$ cat config.mk
export PLATFORM = sky130hd
export DESIGN_NAME = bfeu_exec
export DESIGN_NICKNAME = d
export VERILOG_FILES = /design/src/rtl/bfeu_pkg.sv /design/src/rtl/bfeu_exec.sv
export SDC_FILE = /design/constraint.sdc
export NUM_CORES = 1
export LEC_CHECK = 0
export BUFFER_PORTS_ARGS = -buffer_cell sky130_fd_sc_hd__buf_2
export CAP_MARGIN = 10
export CELL_PAD_IN_SITES_DETAIL_PLACEMENT = 1
export CELL_PAD_IN_SITES_GLOBAL_PLACEMENT = 1
export CORE_UTILIZATION = 29
export DETAILED_ROUTE_END_ITERATION = 6
export GPL_TIMING_DRIVEN = 1
export MAX_ROUTING_LAYER = met4
export PLACE_DENSITY_LB_ADDON = 0.1
export REMOVE_ABC_BUFFERS = 1
export SYNTH_ARGS = -nofsm -noshare
export SYNTH_HDL_FRONTEND = slang
export SYNTH_SLANG_ARGS = --single-unit
$ cat constraint.sdc
create_clock -name vclk -period 7.7
set_input_delay 2.31 -clock vclk [all_inputs]
set_output_delay 2.31 -clock vclk [all_outputs]
set_load 0.1 [all_outputs]
$ cat src/rtl/bfeu_pkg.sv
// Shared types and constants for the Brainfuck execute unit.
// No dependencies; imported by bfeu_exec and the top level (bfeu_ram does not use it).
package bfeu_pkg;

  localparam int IP_W     = 13;
  localparam int CP_W     = 16;
  localparam int OP_W     = 3;
  localparam int TARGET_W = 12;
  localparam int CHAR_W   = 8;
  localparam int END_W    = 17;

  localparam int CELL_COUNT_DEF    = 1024;
  localparam int PROGRAM_DEPTH_DEF = 4096;

  localparam int S_DATA_W = 24;
  localparam int M_DATA_W = 24;

  typedef enum logic [OP_W-1:0] {
    OP_PTR_INC = 3'd0,
    OP_PTR_DEC = 3'd1,
    OP_VAL_INC = 3'd2,
    OP_VAL_DEC = 3'd3,
    OP_OUTPUT  = 3'd4,
    OP_READ    = 3'd5,
    OP_JUMP    = 3'd6,
    OP_JNZ     = 3'd7
  } op_t;

  // Result of one instruction as seen by the consumer.
  typedef struct packed {
    logic [IP_W-1:0]   next_ptr;
    logic [CHAR_W-1:0] out_char;
    logic              out_valid;
    logic              in_taken;
    logic              halted;
  } exec_res_t;

  // State update for the cell side.
  typedef struct packed {
    logic [CP_W-1:0]   cp_next;
    logic [CHAR_W-1:0] cell_next;
    logic              cell_we;
    logic              cell_ok;
    logic              moved;
    logic              running;
  } cell_upd_t;

endpackage

$ cat src/rtl/bfeu_exec.sv
// Combinational execute step: decodes one instruction against the current state.
// Depends on bfeu_pkg.
module bfeu_exec #(
  parameter int CELL_COUNT    = bfeu_pkg::CELL_COUNT_DEF,
  parameter int PROGRAM_DEPTH = bfeu_pkg::PROGRAM_DEPTH_DEF
) (
  input  logic [bfeu_pkg::OP_W-1:0]     operation,
  input  logic [bfeu_pkg::TARGET_W-1:0] jump_target,
  input  logic [bfeu_pkg::CHAR_W-1:0]   input_char,
  input  logic [bfeu_pkg::IP_W-1:0]     ip,
  input  logic [bfeu_pkg::CP_W-1:0]     cp,
  input  logic [bfeu_pkg::CHAR_W-1:0]   cur_cell,
  input  logic [bfeu_pkg::IP_W-1:0]     prog_len,
  output bfeu_pkg::exec_res_t           res,
  output bfeu_pkg::cell_upd_t           upd
);
  import bfeu_pkg::*;

  localparam logic [END_W-1:0] DEPTH_L = END_W'(PROGRAM_DEPTH);
  localparam logic [END_W-1:0] CELLS_L = END_W'(CELL_COUNT);

  logic [END_W-1:0] len_ext;
  logic [END_W-1:0] prog_end;
  logic [IP_W-1:0]  nxt;
  logic             run;
  logic             ok;
  op_t              op;

  assign len_ext  = END_W'(prog_len);
  assign prog_end = (len_ext > DEPTH_L) ? DEPTH_L : len_ext;
  assign run      = END_W'(ip) < prog_end;
  // negative pointers have bit 15 set and fail this compare too
  assign ok       = END_W'(cp) < CELLS_L;
  assign op       = op_t'(operation);

  always_comb begin
    nxt           = ip + IP_W'(1);
    upd.cp_next   = cp;
    upd.cell_next = cur_cell;
    upd.cell_we   = 1'b0;
    upd.moved     = 1'b0;
    res.out_char  = '0;
    res.out_valid = 1'b0;
    res.in_taken  = 1'b0;
    unique case (op)
      OP_PTR_INC: begin
        upd.cp_next = cp + CP_W'(1);
        upd.moved   = 1'b1;
      end
      OP_PTR_DEC: begin
        upd.cp_next = cp - CP_W'(1);
        upd.moved   = 1'b1;
      end
      OP_VAL_INC: begin
        upd.cell_next = cur_cell + CHAR_W'(1);
        upd.cell_we   = ok;
      end
      OP_VAL_DEC: begin
        upd.cell_next = cur_cell - CHAR_W'(1);
        upd.cell_we   = ok;
      end
      OP_OUTPUT: begin
        res.out_char  = ok ? cur_cell : '0;
        res.out_valid = ok;
      end
      OP_READ: begin
        upd.cell_next = input_char;
        upd.cell_we   = ok;
        res.in_taken  = ok;
      end
      OP_JUMP: begin
        nxt = IP_W'(jump_target);
      end
      OP_JNZ: begin
        if (ok && (cur_cell != '0)) begin
          nxt = IP_W'(jump_target);
        end
      end
      default: begin
      end
    endcase
    // a halted machine ignores the instruction entirely
    if (!run) begin
      nxt           = ip;
      upd.cp_next   = cp;
      upd.cell_next = cur_cell;
      upd.cell_we   = 1'b0;
      upd.moved     = 1'b0;
      res.out_char  = '0;
      res.out_valid = 1'b0;
      res.in_taken  = 1'b0;
    end
    res.next_ptr = nxt;
    res.halted   = END_W'(nxt) >= prog_end;
    upd.cell_ok  = ok;
    upd.running  = run;
  end

endmodule

==> results of run 1 <==
[kinds of logic after synthesis]
| family | Yosys count | synth area share (%) |
|---|---|---|
| compound gates | 132 | 32.1 |
| xor+xnor | 22 | 8.04 |
| fa+ha+maj | 48 | 25.7 |
| buf+inv | 37 | 6.68 |
| mux | 2 | 0.888 |
| simple gates | 132 | 26.6 |
[area by class of cell]
| cell class | count | area, sq um |
|---|---|---|
| Timing Repair Buffer | 175 | 1770 |
| Inverter | 21 | 81.3 |
| Multi-Input combinational cell | 336 | 2300 |
| Fill cell | 1017 | 3570 |
| Tap cell | 102 | 128 |
[power groups by stage]
stage	Sequential (uW)	Clock (uW)	Combinational (uW)
global placement	0	0	461
detailed placement	0	0	473
CTS	0	0	486
finish	0	0	486
global route	0	0	513
floorplan	0	0	278
[routing by layer]
metal | vias to the layer above | routed length (microns) | GRT usage [%]
met2 | 85 | 4880 | 42.1
li1 | 1673 | - | -
met3 | 10 | 442 | 2.63
met5 | - | 0 | -
met4 | 0 | 104 | 2.69
met1 | 1514 | 4400 | 28.2
[stage by stage]
stage / setup TNS (ns) / instance area (sq um)
floorplan: -61.75 / 2310
global placement: -0.130 / 4160
detailed placement: -0.267 / 4160
CTS: 0 / 4260
global route: -0.118 / 4280
finish: 0 / 4280
[timing repair]
action,4_1_cts,5_1_grt
resized for setup,18,6
cloned,0,0
buffers inserted,6,0
pin swaps,11,4
endpoints found under the setup margin,1,3
[layout by cell type (no fill, tap or decap), types with 6 or more instances in the layout]
cell type and count:
buf_2 76, nand2_1 54, buf_12 51, o21ai_0 48
ha_1 45, buf_4 45, a21oi_1 31, nor2_1 20
inv_1 19, xnor2_1 14, a22oi_1 12, nand3_1 11
and2_1 9, xor2_1 8, o21ai_1 7, nor2b_1 6
and3_1 6, nor3_1 6, a21o_1 6
[worst max-delay path: stages]
cell      delay [ns]
buf_2           0.12
inv_4           0.08
buf_6           0.13
nand2_1         0.08
ha_1            0.31
a21oi_2         0.13
o21ai_0         0.09
a211o_1         0.32
inv_2           0.08
buf_6           0.12
o21ai_0         0.08
nand2_1         0.07
o21ai_1         0.09
ha_1            0.35
and4_4          0.25
nand2_1         0.09
nor2_1          0.12
o221ai_2        0.11
a21oi_2         0.19
buf_12          0.20
[synth_stat cells, types with 4 or more instances]
cell,n,area [sq um]
nand4_1,4,25.0
a22oi_1,12,90.1
nor2b_1,6,37.5
nor2_1,20,75.1
inv_1,21,78.8
and2_1,9,56.3
xnor2_1,14,123
o21ai_0,52,260
xor2_1,8,70.1
nand3_1,11,55.1
ha_1,46,576
nand2_1,55,206
a21o_1,6,45.0
nor3_1,8,40.0
and3_1,7,43.8
a21oi_1,35,175
clkbuf_1,10,37.5
o21bai_1,4,30.0
[worst max path at each step]
stage,startpoint,end,slack [ns],cells past startpoint
3_3_place_gp,prog_len[12],res[0],-0.13,19
5_1_grt,prog_len[12],res[0],-0.12,20
4_1_cts,prog_len[12],res[0],0.04,20
2_1_floorplan,prog_len[12],res[0],-3.38,16
6_report,prog_len[12],res[0],0.08,20
3_5_place_dp,prog_len[12],res[0],-0.27,20
==> flow_summary.toml, run 1 <==
[setup_path]
arrival_ns = 5.31
cp.required_ns = 5.39
crit_path_start_kind = "primary input"
critical_path_class = "primary input to primary output"
path_max_fanout = 8
end_kind = "primary output"

[grt]
antenna_found_initial = 0
grt_pass1_wl_microns = 16100
grtUsageTotal_pct = 23.2
grt-ovfl-total = 0
first_global_vias = 3432
grt_max_degree = 32

[cts]
hold_buffers = 0

[power_and_ir_drop]
switching_power_uw = 304
sw_frac_of_total_pct = 62.4
pwr-share-comb_pct = 100.0
power.density_nw_per_um2 = 114
p_clk_share_pct = 0
p_int_uw = 183
power_frac_seq_pct = 0
p_leak_uw = 0.00211
finalPower_uw = 486
peakVddDrop_mv = 0.0608

[die]
die_area_sq_um = 8630
fp.dieH_microns = 92.9
core_area_sq_um = 7850
pin_count = 125
start_util_pct = 30.5
rows = 32
die_w_microns = 92.9

[placement]
place_congestion = 0.887
numPortBuffers = 125
dpl_worst_slack_ns = -0.267
dp_hpwl_microns = 8490
numPlacedInstances = 628

[sta]
slew_headroom_pct = 48.1
tightest_slew_ns = 0.776
fin_ws_ns = 0.0771
min_period_ns = 7.62
whs_ns = 5.01
setup_viol = 0
drv_slew = 0
fin_crit_sh_pct = 99.0
max_freq_mhz = 131
finalHoldViolations = 0
rsz0062_at_grt = "yes"

[finish]
antenna-diode-count = 0
ff_latch_area_sq_um = 0
drive_gt1_share_pct = 36.1
final_util_pct = 54.5
nets = 655
area_growth_syn_to_layout_pct = 78.6
seq_cells = 0
n_clock_buffer = 0
stdcell_count = 634

[detailed_routing]
drtPass1Iterations = 4
ant_nets = 0
num_vias = 3282
drtIter0Drc = 61
avgRoutedWirePerCell_microns = 15.5
routed_wl_microns = 9830
drc = 0
vias_per_cell = 5.18

[hold_path]
hold_path_depth = 3
min_path_type = "primary input to primary output"
hp-start = "cp[15]"
min_to = "upd[27]"

[yosys]
syn_area_sq_um = 2400
yosysWarnings = 0
synth.distinct_cells = 43
synth.avg_cell_area_sq_um = 6.42
syn_inst = 373
ys_seq_area_share_pct = 0

[job]
max_cap_violations = 0

[run_status]
status = "finished, final reports clean"
No activity file was read; power rests on OpenSTA's default activity.
==> run 2, diff against run 1 <==
--- a/config.mk
+++ b/config.mk
@@ -14,6 +14,7 @@
 export GPL_TIMING_DRIVEN = 1
 export MAX_ROUTING_LAYER = met4
 export PLACE_DENSITY_LB_ADDON = 0.1
+export RECOVER_POWER = 25
 export REMOVE_ABC_BUFFERS = 1
 export SYNTH_ARGS = -nofsm -noshare
 export SYNTH_HDL_FRONTEND = slang
==> run 2 against run 1 <==
  * Non-clock buffer count stayed put
  * Global-route usage stayed put
  * Total power is 1.1% lower
  * Worst hold slack stayed put
  * Sequential cell count stayed put
  * Wire length is 0.15% higher
  * Die area stayed put
  * Count of clock-buffer cells in the layout stayed put
  * Combinational power is 1% lower
  * Worst setup slack worse by 0.038 ns
  * Sequential share of layout area stayed put
  * Via count hardly changed
  * Largest cell class unchanged
  * Largest power group unchanged
==> flow_summary.toml, run 2 (synthesized netlist as in run 1, its figures left out) <==
[placement]
dp_hpwl_microns = 8490
place_congestion = 0.887
numPortBuffers = 125
numPlacedInstances = 628

[die]
die_area_sq_um = 8630
rows = 32
pin_count = 125
fp.dieH_microns = 92.9
start_util_pct = 30.5
die_w_microns = 92.9
core_area_sq_um = 7850

[sta]
fin_crit_sh_pct = 99.5
drv_slew = 0
finalHoldViolations = 0
whs_ns = 5.01
max_freq_mhz = 131
setup_viol = 0
tightest_slew_ns = 1.19
min_period_ns = 7.66
slew_headroom_pct = 21.2
rsz0062_at_grt = "yes"

[setup_path]
path_max_fanout = 8
path_cells = "buf_2 > inv_4 > buf_6 > nand2_1 > ha_1 > a21oi_2 > o21ai_0 > a211o_1 > inv_2 > buf_6 > o21ai_0 > a22oi_1 > ha_1 > and4_4 > a211oi_2 > nand2_1 > o221ai_2 > a21oi_2 > buf_12"
end_kind = "primary output"
critPathSlowestCell = "a211o_1"
crit_path_start_kind = "primary input"
critPathMaxStageDelay_ns = 0.32
cp.required_ns = 5.39
critical_path_class = "primary input to primary output"
arrival_ns = 5.35

[detailed_routing]
drtPass1Iterations = 4
ant_nets = 0
vias_per_cell = 5.18
num_vias = 3283
avgRoutedWirePerCell_microns = 15.5
drc = 0
drtIter0Drc = 71
routed_wl_microns = 9840

[finish]
multi_input_area_sq_um = 2300
antenna-diode-count = 0
ff_latch_area_sq_um = 0
n_clock_buffer = 0
stdcell_count = 634
drive_gt1_share_pct = 34.6
area_growth_syn_to_layout_pct = 76.7
nets = 655
seq_cells = 0
nFillCells = 1025
final_cell_mix = "75 x buf_2, 54 x nand2_1, 48 x o21ai_0, 48 x buf_12, 45 x ha_1"
layout_commonest_cell = "buf_2"

[power_and_ir_drop]
finalPower_uw = 481
p_leak_uw = 0.00210
peakVddDrop_mv = 0.0608
power.density_nw_per_um2 = 114

[grt]
grtUsageTotal_pct = 23.2
antenna_found_initial = 0
first_global_vias = 3432
grt_max_degree = 32
grt_pass1_wl_microns = 16100
grt-ovfl-total = 0

[hold_path]
min_path_type = "primary input to primary output"

[run_status]
status = "finished, final reports clean"

[job]
max_cap_violations = 0
-- run 2: changes by cell type in the layout (fill, tap and decap cells not counted), sizes merged --
cell,delta
clkbuf,+6
dlymetal6s2s,+2
buf,-8
-- run 2: stage by stage --
step	utilization [%]	worst slack [ns]	setup TNS, ns	cell area, sq um
2_1_floorplan	-	-3.38	-61.75	2310
3_3_place_gp	53.0	-0.130	-0.130	4160
3_5_place_dp	53.0	-0.267	-0.267	4160
4_1_cts	54.3	0.0358	0	4260
5_1_grt	53.9	-0.118	-0.118	4230
6_report	53.9	0.0387	0	4230
-- run 2: critical path, delay by kind of cell --
family          cells  cell delay (ns)
buf+inv             6             0.71
compound gates      8             1.33
simple gates        3             0.40
fa+ha+maj           2             0.61
-- run 2: where the power goes --
group | leakage, uW | switching, uW | internal (uW)
clock network | 0 | 0 | 0
logic | 0.00210 | 303 | 178
registers | 0 | 0 | 0
-- run 2: path summary, 6_finish.rpt --
path | start | end | slack [ns] | cells after the start
min | cp[15] | upd[27] | 5.01 | 3
max | prog_len[12] | res[0] | 0.04 | 19
-- run 2: area by class of cell --
cell class	instances	area share, %
inverter	21	1.92
tap	102	3.02
multi-input combinational	336	54.3
timing repair buffer	175	40.8
-- run 2: per-layer routing --
layer,global-route usage (%),wire [microns],vias up
met4,2.69,98,0
met2,42.1,4890,83
met3,2.63,439,10
li1,-,-,1673
met5,-,0,-
met1,28.2,4420,1517
-- run 2: what timing repair did --
action,4_1_cts,5_1_grt
cloned,0,0
gates resized for setup,18,6
buffers inserted,6,0
pin swaps,11,4
hold buffers,0,0
endpoints found under the setup margin,1,3
==> run 3, diff against run 2 <==
==> constraint.sdc (replaced) <==
create_clock -name vclk -period 7.7
set_input_delay 0.77 -clock vclk [all_inputs]
set_output_delay 0.77 -clock vclk [all_outputs]
set_load 0.1 [all_outputs]
==> run 3 against run 2 <==
  * Non-clock buffer count decreased by 50
  * Count of clock-buffer cells in the layout unchanged
  * Design area decreased by 28%
  * Largest power group unchanged
  * Critical path depth unchanged
  * Worst setup slack improved by 1.7 ns
==> flow_summary.toml, run 3 (synthesized netlist as in run 1, its figures left out) <==
[run_status]
status = "finished, final reports clean"

[grt]
antenna_found_initial = 0
first_global_vias = 3038
grt_max_degree = 32
grtUsageTotal_pct = 19.9
grt-ovfl-total = 0
grt_pass1_wl_microns = 14000

[sta]
max_freq_mhz = 167
slew_headroom_pct = 21.3
min_period_ns = 6.00
tightest_slew_ns = 1.19
fin_crit_sh_pct = 78.0
drv_slew = 0
finalHoldViolations = 0
setup_viol = 0
rsz0062_at_grt = "no"

[finish]
stdcell_count = 584
drive_gt1_share_pct = 23.7
multi_input_area_sq_um = 2220
antenna-diode-count = 0
area_growth_syn_to_layout_pct = 26.8
postLayoutCellArea_sq_um = 3040
ff_latch_area_sq_um = 0
n_clock_buffer = 0
final_cell_mix = "113 x buf_2, 55 x nand2_1, 52 x o21ai_0, 46 x ha_1, 35 x a21oi_1"
seq_cells = 0
nFillCells = 1107
layout_commonest_cell = "buf_2"
nets = 605

[detailed_routing]
avgRoutedWirePerCell_microns = 14.7
drtPass1Iterations = 4
wl_met3_microns = 370
dr_wl_met2_microns = 4020
vias_per_cell = 5.28
routed_wl_microns = 8590
wl_met1_microns = 4150
drc = 0
drtIter0Drc = 133
ant_nets = 0
num_vias = 3081
top_layer = "met4"

[placement]
postPlaceCellArea_sq_um = 3070
place_congestion = 0.844
dp_hpwl_microns = 7220
numPlacedInstances = 584
numPortBuffers = 125

[setup_path]
crit_path_start_kind = "primary input"
arrival_ns = 5.23
critical_path_class = "primary input to primary output"
cp.required_ns = 6.93
path_max_fanout = 21
end_kind = "primary output"

[power_and_ir_drop]
p_leak_uw = 0.00158
power.density_nw_per_um2 = 118
peakVddDrop_mv = 0.0474

[die]
pin_count = 125
die_w_microns = 92.9
fp.dieH_microns = 92.9
rows = 32
start_util_pct = 30.5
core_area_sq_um = 7850
die_area_sq_um = 8630

[hold_path]
min_path_type = "primary input to primary output"

[cts]
cts_setup_buffers = 0
hold_buffers = 0
cts-resized-gates = 0

[job]
max_cap_violations = 0
-- run 3: cell count changes in the layout (fill, tap and decap cells not counted), sizes merged --
| cell | before | now |
|---|---|---|
| buf | 167 | 113 |
| clkbuf | 6 | 12 |
| dlymetal6s2s | 2 | 0 |
-- run 3: per-layer routing --
| layer | up-vias | track usage [%] |
|---|---|---|
| li1 | 1573 | - |
| met1 | 1429 | 26.1 |
| met2 | 75 | 34.9 |
| met3 | 4 | 1.31 |
| met4 | 0 | 1.54 |
| met5 | - | - |
-- run 3: layout make-up --
type | instances | area share [%]
inverter | 21 | 2.59
multi-input combinational | 336 | 73.1
tap | 102 | 4.20
timing repair buffer | 125 | 20.1
-- run 3: metrics by stage --
stage	TNS [ns]	setup slack (ns)	power (uW)	hold WS (ns)	utilization, %
global placement	0	1.83	354	1.98	39.1
CTS	0	1.60	360	1.98	39.1
detailed placement	0	1.63	359	1.98	39.1
floorplan	-0.301	-0.301	278	1.67	-
global route	0	1.24	382	1.99	38.7
finish	0	1.70	357	1.98	38.7
-- run 3: path summary, 6_finish.rpt --
check	startpoint	end	cells after the start
min	cp[15]	upd[27]	3
max	prog_len[12]	res[0]	19
-- run 3: power breakdown --
part | switching, uW | internal (uW)
Sequential | 0 | 0
Clock | 0 | 0
Combinational | 273 | 83.5
-- run 3: worst max-delay path, cell delays in order --
cell and delay, ns:
buf_2 0.11, inv_1 0.29, nand2_1 0.14, ha_1 0.34
a21oi_1 0.13, a21boi_0 0.10, o31a_1 0.28, a211o_1 0.54
inv_1 0.59, o21ai_0 0.20, nand2_1 0.10, o21ai_0 0.12
ha_1 0.35, and4_1 0.20, nand2_1 0.09, nor3_1 0.20
nor4_1 0.06, a21oi_1 0.14, buf_2 0.44
